### src/sha256_pkg.sv
// Shared types, constants and round functions for the SHA-256 stream hasher.
package sha256_pkg;

  typedef logic [31:0] word_t;

  localparam logic CMD_ABSORB = 1'b0;
  localparam logic CMD_FINISH = 1'b1;

  localparam logic [1:0] SEL_DATA = 2'd0;
  localparam logic [1:0] SEL_PAD  = 2'd1;
  localparam logic [1:0] SEL_ZERO = 2'd2;
  localparam logic [1:0] SEL_LEN  = 2'd3;

  localparam logic [7:0] PAD_BYTE   = 8'h80;
  localparam logic [5:0] LEN_OFFSET = 6'd56;
  localparam logic [5:0] LAST_POS   = 6'd63;
  localparam logic [5:0] LAST_ROUND = 6'd63;
  localparam logic [2:0] LAST_WORD  = 3'd7;

  localparam word_t IV [8] = '{
    32'h6A09E667, 32'hBB67AE85, 32'h3C6EF372, 32'hA54FF53A,
    32'h510E527F, 32'h9B05688C, 32'h1F83D9AB, 32'h5BE0CD19
  };

  localparam word_t K [64] = '{
    32'h428A2F98, 32'h71374491, 32'hB5C0FBCF, 32'hE9B5DBA5,
    32'h3956C25B, 32'h59F111F1, 32'h923F82A4, 32'hAB1C5ED5,
    32'hD807AA98, 32'h12835B01, 32'h243185BE, 32'h550C7DC3,
    32'h72BE5D74, 32'h80DEB1FE, 32'h9BDC06A7, 32'hC19BF174,
    32'hE49B69C1, 32'hEFBE4786, 32'h0FC19DC6, 32'h240CA1CC,
    32'h2DE92C6F, 32'h4A7484AA, 32'h5CB0A9DC, 32'h76F988DA,
    32'h983E5152, 32'hA831C66D, 32'hB00327C8, 32'hBF597FC7,
    32'hC6E00BF3, 32'hD5A79147, 32'h06CA6351, 32'h14292967,
    32'h27B70A85, 32'h2E1B2138, 32'h4D2C6DFC, 32'h53380D13,
    32'h650A7354, 32'h766A0ABB, 32'h81C2C92E, 32'h92722C85,
    32'hA2BFE8A1, 32'hA81A664B, 32'hC24B8B70, 32'hC76C51A3,
    32'hD192E819, 32'hD6990624, 32'hF40E3585, 32'h106AA070,
    32'h19A4C116, 32'h1E376C08, 32'h2748774C, 32'h34B0BCB5,
    32'h391C0CB3, 32'h4ED8AA4A, 32'h5B9CCA4F, 32'h682E6FF3,
    32'h748F82EE, 32'h78A5636F, 32'h84C87814, 32'h8CC70208,
    32'h90BEFFFA, 32'hA4506CEB, 32'hBEF9A3F7, 32'hC67178F2
  };

  typedef struct packed {
    logic       push;
    logic [1:0] byte_sel;
    logic       count_inc;
    logic       load_len;
    logic       load_v;
    logic       round_en;
    logic [5:0] rnd;
    logic       add_en;
    logic       reinit;
    logic [2:0] out_idx;
  } dp_cmd_t;

  typedef struct packed {
    logic fill_full;
    logic fill_ge56;
  } dp_status_t;

  function automatic word_t ror(input word_t x, input int n);
    return (x >> n) | (x << (32 - n));
  endfunction

  function automatic word_t bsig0(input word_t x);
    return ror(x, 2) ^ ror(x, 13) ^ ror(x, 22);
  endfunction

  function automatic word_t bsig1(input word_t x);
    return ror(x, 6) ^ ror(x, 11) ^ ror(x, 25);
  endfunction

  function automatic word_t ssig0(input word_t x);
    return ror(x, 7) ^ ror(x, 18) ^ (x >> 3);
  endfunction

  function automatic word_t ssig1(input word_t x);
    return ror(x, 17) ^ ror(x, 19) ^ (x >> 10);
  endfunction

endpackage

### src/sha256_in_if.sv
// Input channel: one command word with an optional message byte.
interface sha256_in_if;
  logic       valid;
  logic       ready;
  logic       command;
  logic [7:0] data_byte;

  modport source (output valid, output command, output data_byte, input ready);
  modport sink   (input valid, input command, input data_byte, output ready);
endinterface

### src/sha256_out_if.sv
// Output channel: one digest word with its position.
interface sha256_out_if;
  logic        valid;
  logic        ready;
  logic [31:0] digest_word;
  logic [2:0]  word_index;
  logic        last;

  modport source (output valid, output digest_word, output word_index, output last, input ready);
  modport sink   (input valid, input digest_word, input word_index, input last, output ready);
endinterface

### src/sha256_datapath.sv
// Datapath: byte window, message schedule, round unit, chaining state and counters.
module sha256_datapath (
  input  logic                    clk,
  input  logic                    rst,
  input  sha256_pkg::dp_cmd_t     cmd,
  input  logic [7:0]              data_byte,
  output sha256_pkg::dp_status_t  status,
  output logic [31:0]             digest_word
);
  import sha256_pkg::*;

  word_t       win [16];
  word_t       v [8];
  word_t       chain [8];
  logic [60:0] byte_count;
  logic [5:0]  fill;
  logic [63:0] len_bits;

  logic [7:0]  push_byte;
  word_t       w_new;
  word_t       t1;
  word_t       t2;

  always_comb begin
    case (cmd.byte_sel)
      SEL_DATA: push_byte = data_byte;
      SEL_PAD:  push_byte = PAD_BYTE;
      SEL_LEN:  push_byte = len_bits[63:56];
      default:  push_byte = 8'h00;
    endcase
  end

  assign w_new = ssig1(win[14]) + win[9] + ssig0(win[1]) + win[0];
  assign t1 = v[7] + bsig1(v[4]) + ((v[4] & v[5]) ^ (~v[4] & v[6])) + K[cmd.rnd] + win[0];
  assign t2 = bsig0(v[0]) + ((v[0] & v[1]) ^ (v[0] & v[2]) ^ (v[1] & v[2]));

  assign status.fill_full = (fill == LAST_POS);
  assign status.fill_ge56 = (fill >= LEN_OFFSET);
  assign digest_word      = chain[cmd.out_idx];

  always_ff @(posedge clk) begin
    if (rst) begin
      for (int j = 0; j < 8; j++) chain[j] <= IV[j];
      byte_count <= '0;
      fill       <= '0;
    end else begin
      if (cmd.push) fill <= fill + 6'd1;
      if (cmd.count_inc) byte_count <= byte_count + 61'd1;
      if (cmd.add_en) begin
        for (int j = 0; j < 8; j++) chain[j] <= chain[j] + v[j];
      end
      if (cmd.reinit) begin
        for (int j = 0; j < 8; j++) chain[j] <= IV[j];
        byte_count <= '0;
      end
    end
  end

  always_ff @(posedge clk) begin
    if (cmd.push) begin
      for (int j = 0; j < 15; j++) win[j] <= {win[j][23:0], win[j+1][31:24]};
      win[15] <= {win[15][23:0], push_byte};
    end else if (cmd.round_en) begin
      for (int j = 0; j < 15; j++) win[j] <= win[j+1];
      win[15] <= w_new;
    end

    if (cmd.load_len) begin
      len_bits <= {byte_count, 3'b000};
    end else if (cmd.push && cmd.byte_sel == SEL_LEN) begin
      len_bits <= {len_bits[55:0], 8'h00};
    end

    if (cmd.load_v) begin
      for (int j = 0; j < 8; j++) v[j] <= chain[j];
    end else if (cmd.round_en) begin
      v[7] <= v[6];
      v[6] <= v[5];
      v[5] <= v[4];
      v[4] <= v[3] + t1;
      v[3] <= v[2];
      v[2] <= v[1];
      v[1] <= v[0];
      v[0] <= t1 + t2;
    end
  end

endmodule

### src/sha256_ctrl.sv
// Controller: absorb, padding, round sequencing and digest output.
module sha256_ctrl (
  input  logic                    clk,
  input  logic                    rst,
  input  logic                    in_valid,
  input  logic                    in_command,
  output logic                    in_ready,
  output logic                    out_valid,
  input  logic                    out_ready,
  output logic [2:0]              word_index,
  output logic                    last,
  input  sha256_pkg::dp_status_t  status,
  output sha256_pkg::dp_cmd_t     cmd
);
  import sha256_pkg::*;

  localparam logic [2:0] ST_IDLE  = 3'd0;
  localparam logic [2:0] ST_PAD   = 3'd1;
  localparam logic [2:0] ST_ROUND = 3'd2;
  localparam logic [2:0] ST_ADD   = 3'd3;
  localparam logic [2:0] ST_OUT   = 3'd4;

  logic [2:0] state, state_next;
  logic [5:0] rnd, rnd_next;
  logic [2:0] out_idx, out_idx_next;
  logic       padding, padding_next;
  logic       extra, extra_next;
  logic       first, first_next;
  logic       in_acc;

  assign in_ready   = (state == ST_IDLE);
  assign in_acc     = in_valid && in_ready;
  assign out_valid  = (state == ST_OUT);
  assign word_index = out_idx;
  assign last       = (out_idx == LAST_WORD);

  always_comb begin
    state_next   = state;
    rnd_next     = rnd;
    out_idx_next = out_idx;
    padding_next = padding;
    extra_next   = extra;
    first_next   = first;
    cmd          = '0;
    cmd.rnd      = rnd;
    cmd.out_idx  = out_idx;
    case (state)
      ST_IDLE: begin
        if (in_acc) begin
          if (in_command == CMD_ABSORB) begin
            cmd.push      = 1'b1;
            cmd.byte_sel  = SEL_DATA;
            cmd.count_inc = 1'b1;
            if (status.fill_full) begin
              cmd.load_v = 1'b1;
              rnd_next   = '0;
              state_next = ST_ROUND;
            end
          end else begin
            cmd.load_len = 1'b1;
            padding_next = 1'b1;
            extra_next   = status.fill_ge56;
            first_next   = 1'b1;
            state_next   = ST_PAD;
          end
        end
      end
      ST_PAD: begin
        cmd.push   = 1'b1;
        first_next = 1'b0;
        if (first) begin
          cmd.byte_sel = SEL_PAD;
        end else if (status.fill_ge56 && !extra) begin
          cmd.byte_sel = SEL_LEN;
        end else begin
          cmd.byte_sel = SEL_ZERO;
        end
        if (status.fill_full) begin
          cmd.load_v = 1'b1;
          rnd_next   = '0;
          state_next = ST_ROUND;
        end
      end
      ST_ROUND: begin
        cmd.round_en = 1'b1;
        rnd_next     = rnd + 6'd1;
        if (rnd == LAST_ROUND) state_next = ST_ADD;
      end
      ST_ADD: begin
        cmd.add_en = 1'b1;
        if (!padding) begin
          state_next = ST_IDLE;
        end else if (extra) begin
          extra_next = 1'b0;
          state_next = ST_PAD;
        end else begin
          out_idx_next = '0;
          state_next   = ST_OUT;
        end
      end
      ST_OUT: begin
        if (out_ready) begin
          out_idx_next = out_idx + 3'd1;
          if (out_idx == LAST_WORD) begin
            cmd.reinit   = 1'b1;
            padding_next = 1'b0;
            state_next   = ST_IDLE;
          end
        end
      end
      default: begin
        state_next = ST_IDLE;
      end
    endcase
  end

  always_ff @(posedge clk) begin
    if (rst) begin
      state   <= ST_IDLE;
      rnd     <= '0;
      out_idx <= '0;
      padding <= 1'b0;
      extra   <= 1'b0;
      first   <= 1'b0;
    end else begin
      state   <= state_next;
      rnd     <= rnd_next;
      out_idx <= out_idx_next;
      padding <= padding_next;
      extra   <= extra_next;
      first   <= first_next;
    end
  end

  a_rounds_end: assert property (@(posedge clk) disable iff (rst)
    (state == ST_ROUND && rnd == LAST_ROUND) |=> (state == ST_ADD))
    else $error("round sequence did not end in the add step");

  a_block_start: assert property (@(posedge clk) disable iff (rst)
    (in_acc && in_command == CMD_ABSORB && status.fill_full)
      |=> (state == ST_ROUND && rnd == 6'd0))
    else $error("full block did not start compression at round zero");

  a_no_overlap: assert property (@(posedge clk) disable iff (rst)
    !(out_valid && in_ready))
    else $error("input accepted while digest words pending");

  a_digest_done: assert property (@(posedge clk) disable iff (rst)
    (out_valid && out_ready && last) |=> (state == ST_IDLE && !padding))
    else $error("controller did not return to idle after final word");

endmodule

### src/sha256_stream_hasher_top.sv
// Top level of the SHA-256 stream hasher.
// SHA-256 over a byte stream. The absorb word that completes a 64-byte
// block is followed by a busy period: 64 rounds on the single round unit,
// then a step that folds the result into the chaining state. A finish word
// pads one byte per cycle up to the block end and then runs the final
// compression, and pads and compresses one further block when fewer than
// nine bytes of room remain. The eight digest words then leave in order,
// one per cycle while the sink is ready, and input stays stalled until the
// last one is taken. The hasher then holds the initial vector and a zero
// length, ready for the next message.
module sha256_stream_hasher_top (
  input  logic         clk,
  input  logic         rst,
  sha256_in_if.sink    in_ch,
  sha256_out_if.source out_ch
);
  import sha256_pkg::*;

  dp_cmd_t    cmd;
  dp_status_t status;

  sha256_ctrl u_ctrl (
    .clk        (clk),
    .rst        (rst),
    .in_valid   (in_ch.valid),
    .in_command (in_ch.command),
    .in_ready   (in_ch.ready),
    .out_valid  (out_ch.valid),
    .out_ready  (out_ch.ready),
    .word_index (out_ch.word_index),
    .last       (out_ch.last),
    .status     (status),
    .cmd        (cmd)
  );

  sha256_datapath u_datapath (
    .clk         (clk),
    .rst         (rst),
    .cmd         (cmd),
    .data_byte   (in_ch.data_byte),
    .status      (status),
    .digest_word (out_ch.digest_word)
  );

endmodule
### src/flat_wrapper.sv
// flat-port wrapper written by rule: the top's interface ports become plain ports
module sha256_stream_hasher_top_flat import sha256_pkg::*;
  (clk, rst, in_ch_valid, in_ch_command, in_ch_data_byte, in_ch_ready, out_ch_valid, out_ch_digest_word, out_ch_word_index, out_ch_last, out_ch_ready);
  sha256_in_if in_ch_i ();
  sha256_out_if out_ch_i ();
  input  logic clk;
  input  logic rst;
  input wire logic [$bits(in_ch_i.valid)-1:0] in_ch_valid;
  input wire logic [$bits(in_ch_i.command)-1:0] in_ch_command;
  input wire logic [$bits(in_ch_i.data_byte)-1:0] in_ch_data_byte;
  output wire logic [$bits(in_ch_i.ready)-1:0] in_ch_ready;
  output wire logic [$bits(out_ch_i.valid)-1:0] out_ch_valid;
  output wire logic [$bits(out_ch_i.digest_word)-1:0] out_ch_digest_word;
  output wire logic [$bits(out_ch_i.word_index)-1:0] out_ch_word_index;
  output wire logic [$bits(out_ch_i.last)-1:0] out_ch_last;
  input wire logic [$bits(out_ch_i.ready)-1:0] out_ch_ready;
  assign in_ch_i.valid = in_ch_valid;
  assign in_ch_i.command = in_ch_command;
  assign in_ch_i.data_byte = in_ch_data_byte;
  assign in_ch_ready = in_ch_i.ready;
  assign out_ch_valid = out_ch_i.valid;
  assign out_ch_digest_word = out_ch_i.digest_word;
  assign out_ch_word_index = out_ch_i.word_index;
  assign out_ch_last = out_ch_i.last;
  assign out_ch_i.ready = out_ch_ready;
  sha256_stream_hasher_top u_core (.clk(clk), .rst(rst), .in_ch(in_ch_i), .out_ch(out_ch_i));
endmodule
### config.mk
export PLATFORM = sky130hd
export DESIGN_NAME = sha256_stream_hasher_top_flat
export DESIGN_NICKNAME = d
export VERILOG_FILES = /design/src/sha256_pkg.sv /design/src/sha256_in_if.sv /design/src/sha256_out_if.sv /design/src/sha256_datapath.sv /design/src/sha256_ctrl.sv /design/src/sha256_stream_hasher_top.sv /design/src/flat_wrapper.sv
export SDC_FILE = /design/constraint.sdc
export NUM_CORES = 2
export LEC_CHECK = 0
export ABC_AREA = 1
export BUFFER_PORTS_ARGS = -buffer_cell sky130_fd_sc_hd__buf_2
export CORE_MARGIN = 2
export CORE_UTILIZATION = 40
export DETAILED_ROUTE_END_ITERATION = 8
export PLACE_DENSITY_LB_ADDON = 0.15
export SLEW_MARGIN = 20
export SYNTH_ARGS = -nofsm -noshare
export SYNTH_HDL_FRONTEND = slang
export SYNTH_SLANG_ARGS = --single-unit
export TNS_END_PERCENT = 5
### constraint.sdc
create_clock -name clk -period 20.7 [get_ports clk]
set_clock_uncertainty 0.15 [all_clocks]
set_input_delay 4.14 -clock clk [delete_from_list [all_inputs] [get_ports clk]]
set_output_delay 4.14 -clock clk [all_outputs]
set_load 0.01 [all_outputs]
# --- Word-level counts from Yosys, hierarchy flattened ---
# Memory sizes are Yosys's and may differ from the RTL's. A register that Yosys moved wholly into a read port is not among the register bits.
# Index checks and enable logic that the tools add are counted.
totals:
  register_bits: 143
  ram_bits: 1024
  mem_bits_ro: 2048
  input_bits: 13
  elab_cells: 247
  mem_count: 4
classes:
  addsub: 22
  magnitude_cmp: 2
  n_eq_ne: 17
  mux: 106
  bitwise: 68
  reduce_logical: 19
memory_table:
  columns: ["memory", "words", "word_bits", "read_ports", "rd_ports_with_merged_regs", "write_ports", "line", "source"]
  rows:
  - ["(no name shown)", 64, 32, 1, 0, 0, "sha256_datapath.sv:34", "assign t1 = v[7] + bsig1(v[4]) + ((v[4] & v[5]) ^ (~v[4] & v[6])) + K[cmd.rnd] + win[0];"]
  - ["u_core.u_datapath.win", 16, 32, 16, 0, 16, "sha256_datapath.sv:12", "word_t win [16];"]
  - ["u_core.u_datapath.chain", 8, 32, 9, 1, 8, "sha256_datapath.sv:14", "word_t chain [8];"]
  - ["u_core.u_datapath.v", 8, 32, 8, 0, 8, "sha256_datapath.sv:13", "word_t v [8];"]
ops:
  columns: ["cell", "n"]
  rows:
  - ["2-to-1 mux 32 bit", 42]
  - ["adder 32 bit", 18]
  - ["bitwise XOR 32 bit", 9]
  - ["bitwise AND 32 bit", 5]
  - ["2-to-1 mux 64 bit", 2]
  - ["adder 61 x 1 -> 61 bit (second input constant)", 1]
  - ["OR 1 bit", 40]
  - ["2-to-1 mux 3 bit", 13]
  - ["2-to-1 mux 1 bit", 33]
  - ["NOT 32 bit", 1]
  - ["OR 10 x 32 -> 32 bit", 1]
  - ["OR 13 x 32 -> 32 bit", 1]
  - ["OR 14 x 32 -> 32 bit", 1]
  - ["OR 15 x 32 -> 32 bit", 1]
  - ["OR 19 x 32 -> 32 bit", 1]
  - ["OR 21 x 32 -> 32 bit", 1]
  - ["OR 25 x 32 -> 32 bit", 1]
  - ["OR 26 x 32 -> 32 bit", 1]
  - ["OR 30 x 32 -> 32 bit", 1]
  - ["OR 7 x 32 -> 32 bit", 1]
  - ["bitwise XOR 32 x 22 -> 32 bit", 1]
  - ["bitwise XOR 32 x 29 -> 32 bit", 1]
  - ["2-to-1 mux 6 bit", 4]
  - ["case mux 8 bit (3 select lines)", 1]
  - ["other kinds (29)", 53]

# --- Depth between registers and ports, before layout ---
# An unclocked memory read counts as a cell.
depth:
  depth_word: 10
  mapped_depth: 49
  ltp_nobuf: 48

# --- Cells and area by module ---
# From an unflattened synthesis, not the netlist that was laid out.
unflattened:
  hier_cells: 9840
  area_unflattened_um2: 81954.9
modules_own_cells:
  columns: ["module", "n_inst", "cells_per_inst", "area_per_inst_um2"]
  rows:
  - ["sha256_datapath", 1, 9699, 80986.4]
  - ["sha256_ctrl", 1, 141, 968.4]

# --- Worst setup path after synthesis ---
# OpenSTA, ideal clock, no wires.
synth_timing:
  kind: "input port to flip-flop"
  startpoint: "input in_ch_command"
  endpoint: "memory u_core.u_datapath.win[0][0] (netlist bit), enable pin"
  arrival_ns: 13.113
  required_time_ns: 16.886
  setup_slack_ns: 3.772
  stages: 7
  path_buffers: 2
  cell_sequence: "inv_1 > nand3_4 > nand2_4 > inv_2 > buf_2 > buf_2 > nand2_1"
synth_lines:
  columns: ["item", "line", "source"]
  rows:
  - ["start: declaration", "flat_wrapper.sv:9", "input wire logic [$bits(in_ch_i.command)-1:0] in_ch_command;"]
  - ["end: declaration", "sha256_datapath.sv:12", null]

==> impl_metrics.yaml <==
layout:
  fin_nets: 11400
  drive_above_1_share_pct: 4.00
  area_growth_pct: 8.87
synthesis:
  yosysSeqAreaShare_pct: 39.3
  synth_top_family_by_area: "simple AND/OR/NAND/NOR gates"
  synth.largest_area_cell: "edfxtp_1"
  yosysMostFrequentCell: "nand2_1"
  synth-xor-area-share_pct: 4.13
  yosysWarnings: 0
  synth_compound_area_share_pct: 14.8
  synth_edf_count: 957
  synthAdderAreaFrac_pct: 10.6
  synthFlopType: "edfxtp_1"
  synthSimpleGateAreaFrac_pct: 22.8
  avgSynthCellArea_um2: 7.67
  synthDistinctLibCells: 69
  ys_ff_latch: 1170
  syn_area_um2: 83900
  yosysTopAreaCellShare_pct: 34.2
  synthArstFlopShare_pct: 0
  synth_mux_area_share_pct: 0.0611
  synthesis.nets: 11500
  synth_commonest_cells: "3085 x nand2_1, 1366 x inv_1, 1073 x o21ai_0"
  synth_area_leaders: "edfxtp_1 34%, nand2_1 14%, o21ai_0 6.4%, inv_1 6.1%, ha_1 5.9%"
  syn_inst: 10900
cts:
  clock_path_buffers: 3
  clk_latency_ps: 860
  cts_resized: 0
  clkTransAtPathRegs_ps: 60
  ctsHoldBuffers: 0
  numCtsBuffers: 145
  htree_levels: 4
  clock-sinks: 1170
  cts_root_buf: "clkbuf_16"
  cts_tree: "built"
  cts_post_setup_buffers_inserted: 0
routing:
  wl_um: 351000
  drt_iter0_drc: 9022
  ant_nets: 0
  viasPerCell: 5.65
  dr.pass1.iters: 8
  num_vias: 77500
  wl_per_cell_um: 25.6
  drc: 0
global_route:
  grt_usage_pct: 32.4
  antenna_found_initial: 19
  grt_pass1_wl_um: 508000
  grt_overflow: 0
  grt_max_degree: 212
  grt_pass1_vias: 74000
sta:
  report.final.slew_viol_count: 0
  post-route-min-period_ps: 8960
  rsz0062_at_grt: "no"
  relSlewSlack_pct: 23.1
  min_period_over_period_pct: 43.3
  layout_setup_ws_ps: 11740
  fin_setup_tns_ps: 0
  timing.fmax_mhz: 112
  final-hold-violation-count: 0
  worst_pin_slew_ps: 1140
  finalSetupViolCount: 0
critical_path:
  max_stage_delay_ps: 620
  cp_num_buf_inv: 9
  startpoint_type: "flop"
  worstPathRequired_ps: 21250
  timing.rr.end: "u_core.u_datapath.v[0][20]"
  cpMostUsedCell: "nand2_1"
  arrival_ps: 9510
  critPathSlowestCell: "a311oi_1"
  r2r_slack_ps: 11740
  cp_top_family: "adder cells"
  crit_path_end_kind: "flop"
  cp_max_fo: 66
  regToRegStartpoint: "u_core.u_ctrl.rnd[3]"
  crit_type: "reg2reg"
  reg2regPathDepth: 34
run:
  cap_violations: 0
min_path:
  min-delay-start: "u_core.u_datapath.fill[5]"
  min_to: "u_core.u_datapath.fill[5]"
  hold_depth: 2
  hp-class: "reg2reg"
floorplanning:
  die_h_um: 462
  die_area_um2: 213000
  pin_count: 51
  core.rowCount: 168
  die_x_um: 462
  initial_core_util_pct: 40.1
  core_um2: 209000
pwr:
  vdd_ir_drop_max_mv: 0.0909
  power_density_nw_per_um2: 90.3
  p_leak_nw: 38.9
place:
  place_ws_ps: 11830
  dp_hpwl_um: 272000
  portBuffers: 50
  place_congestion: 1.00
status:
  status: "finished, final reports clean"
[worst register-to-register path, delay by kind of cell, from the launching register on]
family,cells,cell delay [ps]
fa+ha+maj,6,2830
simple gates,13,2090
buf+inv,9,1690
compound gates,4,1240
xor+xnor,2,510
flops,1,310
[state kept, by name, indices dropped and copies added (netlist names), 3 cells and up, named ones only]
register	cells
u_core.u_ctrl.word_index	3
u_core.u_ctrl.state	3
u_core.u_datapath.chain	256
u_core.u_datapath.fill	6
u_core.u_datapath.v	256
u_core.u_datapath.win	512
u_core.u_ctrl.rnd	6
u_core.u_datapath.byte_count	61
u_core.u_datapath.len_bits	61
[worst max path at each step]
stage,startpoint,to,cells after the start
global placement,u_core.u_ctrl.rnd[5],u_core.u_datapath.v[0][31],37
finish,u_core.u_ctrl.rnd[3],u_core.u_datapath.v[0][20],34
CTS,u_core.u_ctrl.rnd[5],u_core.u_datapath.v[0][31],38
detailed placement,u_core.u_ctrl.rnd[5],u_core.u_datapath.v[0][31],38
global route,u_core.u_ctrl.rnd[0],u_core.u_datapath.v[0][31],41
floorplan,in_ch_command,u_core.u_datapath.win[0][0],7
[layout make-up]
cell class              instances  area (um^2)
repair buffers                124          876
well taps                    2805         3510
diodes                         11         27.5
inverters                    1383         5220
fillers                     21400       118000
clock inverters                76          881
clock buffers                 185         3850
multi-input cells            7966        44000
flip-flops and latches       1170        33000
[cell families after synthesis]
| logic type | Yosys count |
|---|---|
| and+or+nand+nor | 4685 |
| AOI/OAI and AO/OA | 2285 |
| buffers and inverters | 1802 |
| DFF | 1170 |
| adders and majority gates | 595 |
| xor gates and xnor gates | 396 |
| muxes | 5 |
[metal layers]
metal / part of all wire (%) / track usage [%] / routed length [um] / vias to the layer above
met3: 8.2 / 5.58 / 28900 / 666
li1: - / - / - / 35900
met4: 4.9 / 13.9 / 17000 / 12
met1: 44 / 45.3 / 153000 / 37500
met2: 43 / 49.2 / 152000 / 3298
met5: 0.023 / 0 / 80 / -
[power breakdown]
part           internal, W  switching [W]
combinational     0.000901        0.00184
sequential         0.00278       0.000143
clock              0.00146        0.00113
[cell usage in the layout (no fill, tap or decap), types with 175 or more instances in the layout]
cell type,count
ha_1,398
edfxtp_1,957
nor2_1,731
nand2_1,3082
fa_1,195
inv_1,1362
xor2_1,221
o21ai_0,1072
a21oi_1,781
xnor2_1,175
dfxtp_1,210
nand3_1,529
[through the flow]
step           util, %  power (W)  hold slack (ps)  area [um^2]  cells
6_report          43.7    0.00825              324        91400  13700
5_1_grt           43.7    0.00870              352        91300  13700
4_1_cts           43.7    0.00825              324        91300  13700
3_5_place_dp      41.4    0.00565              317        86600  13400
3_3_place_gp      41.4    0.00565              308        86600  13400
2_1_floorplan        -    0.00477              294        83900  10900
(Power assumes the default switching activity.)
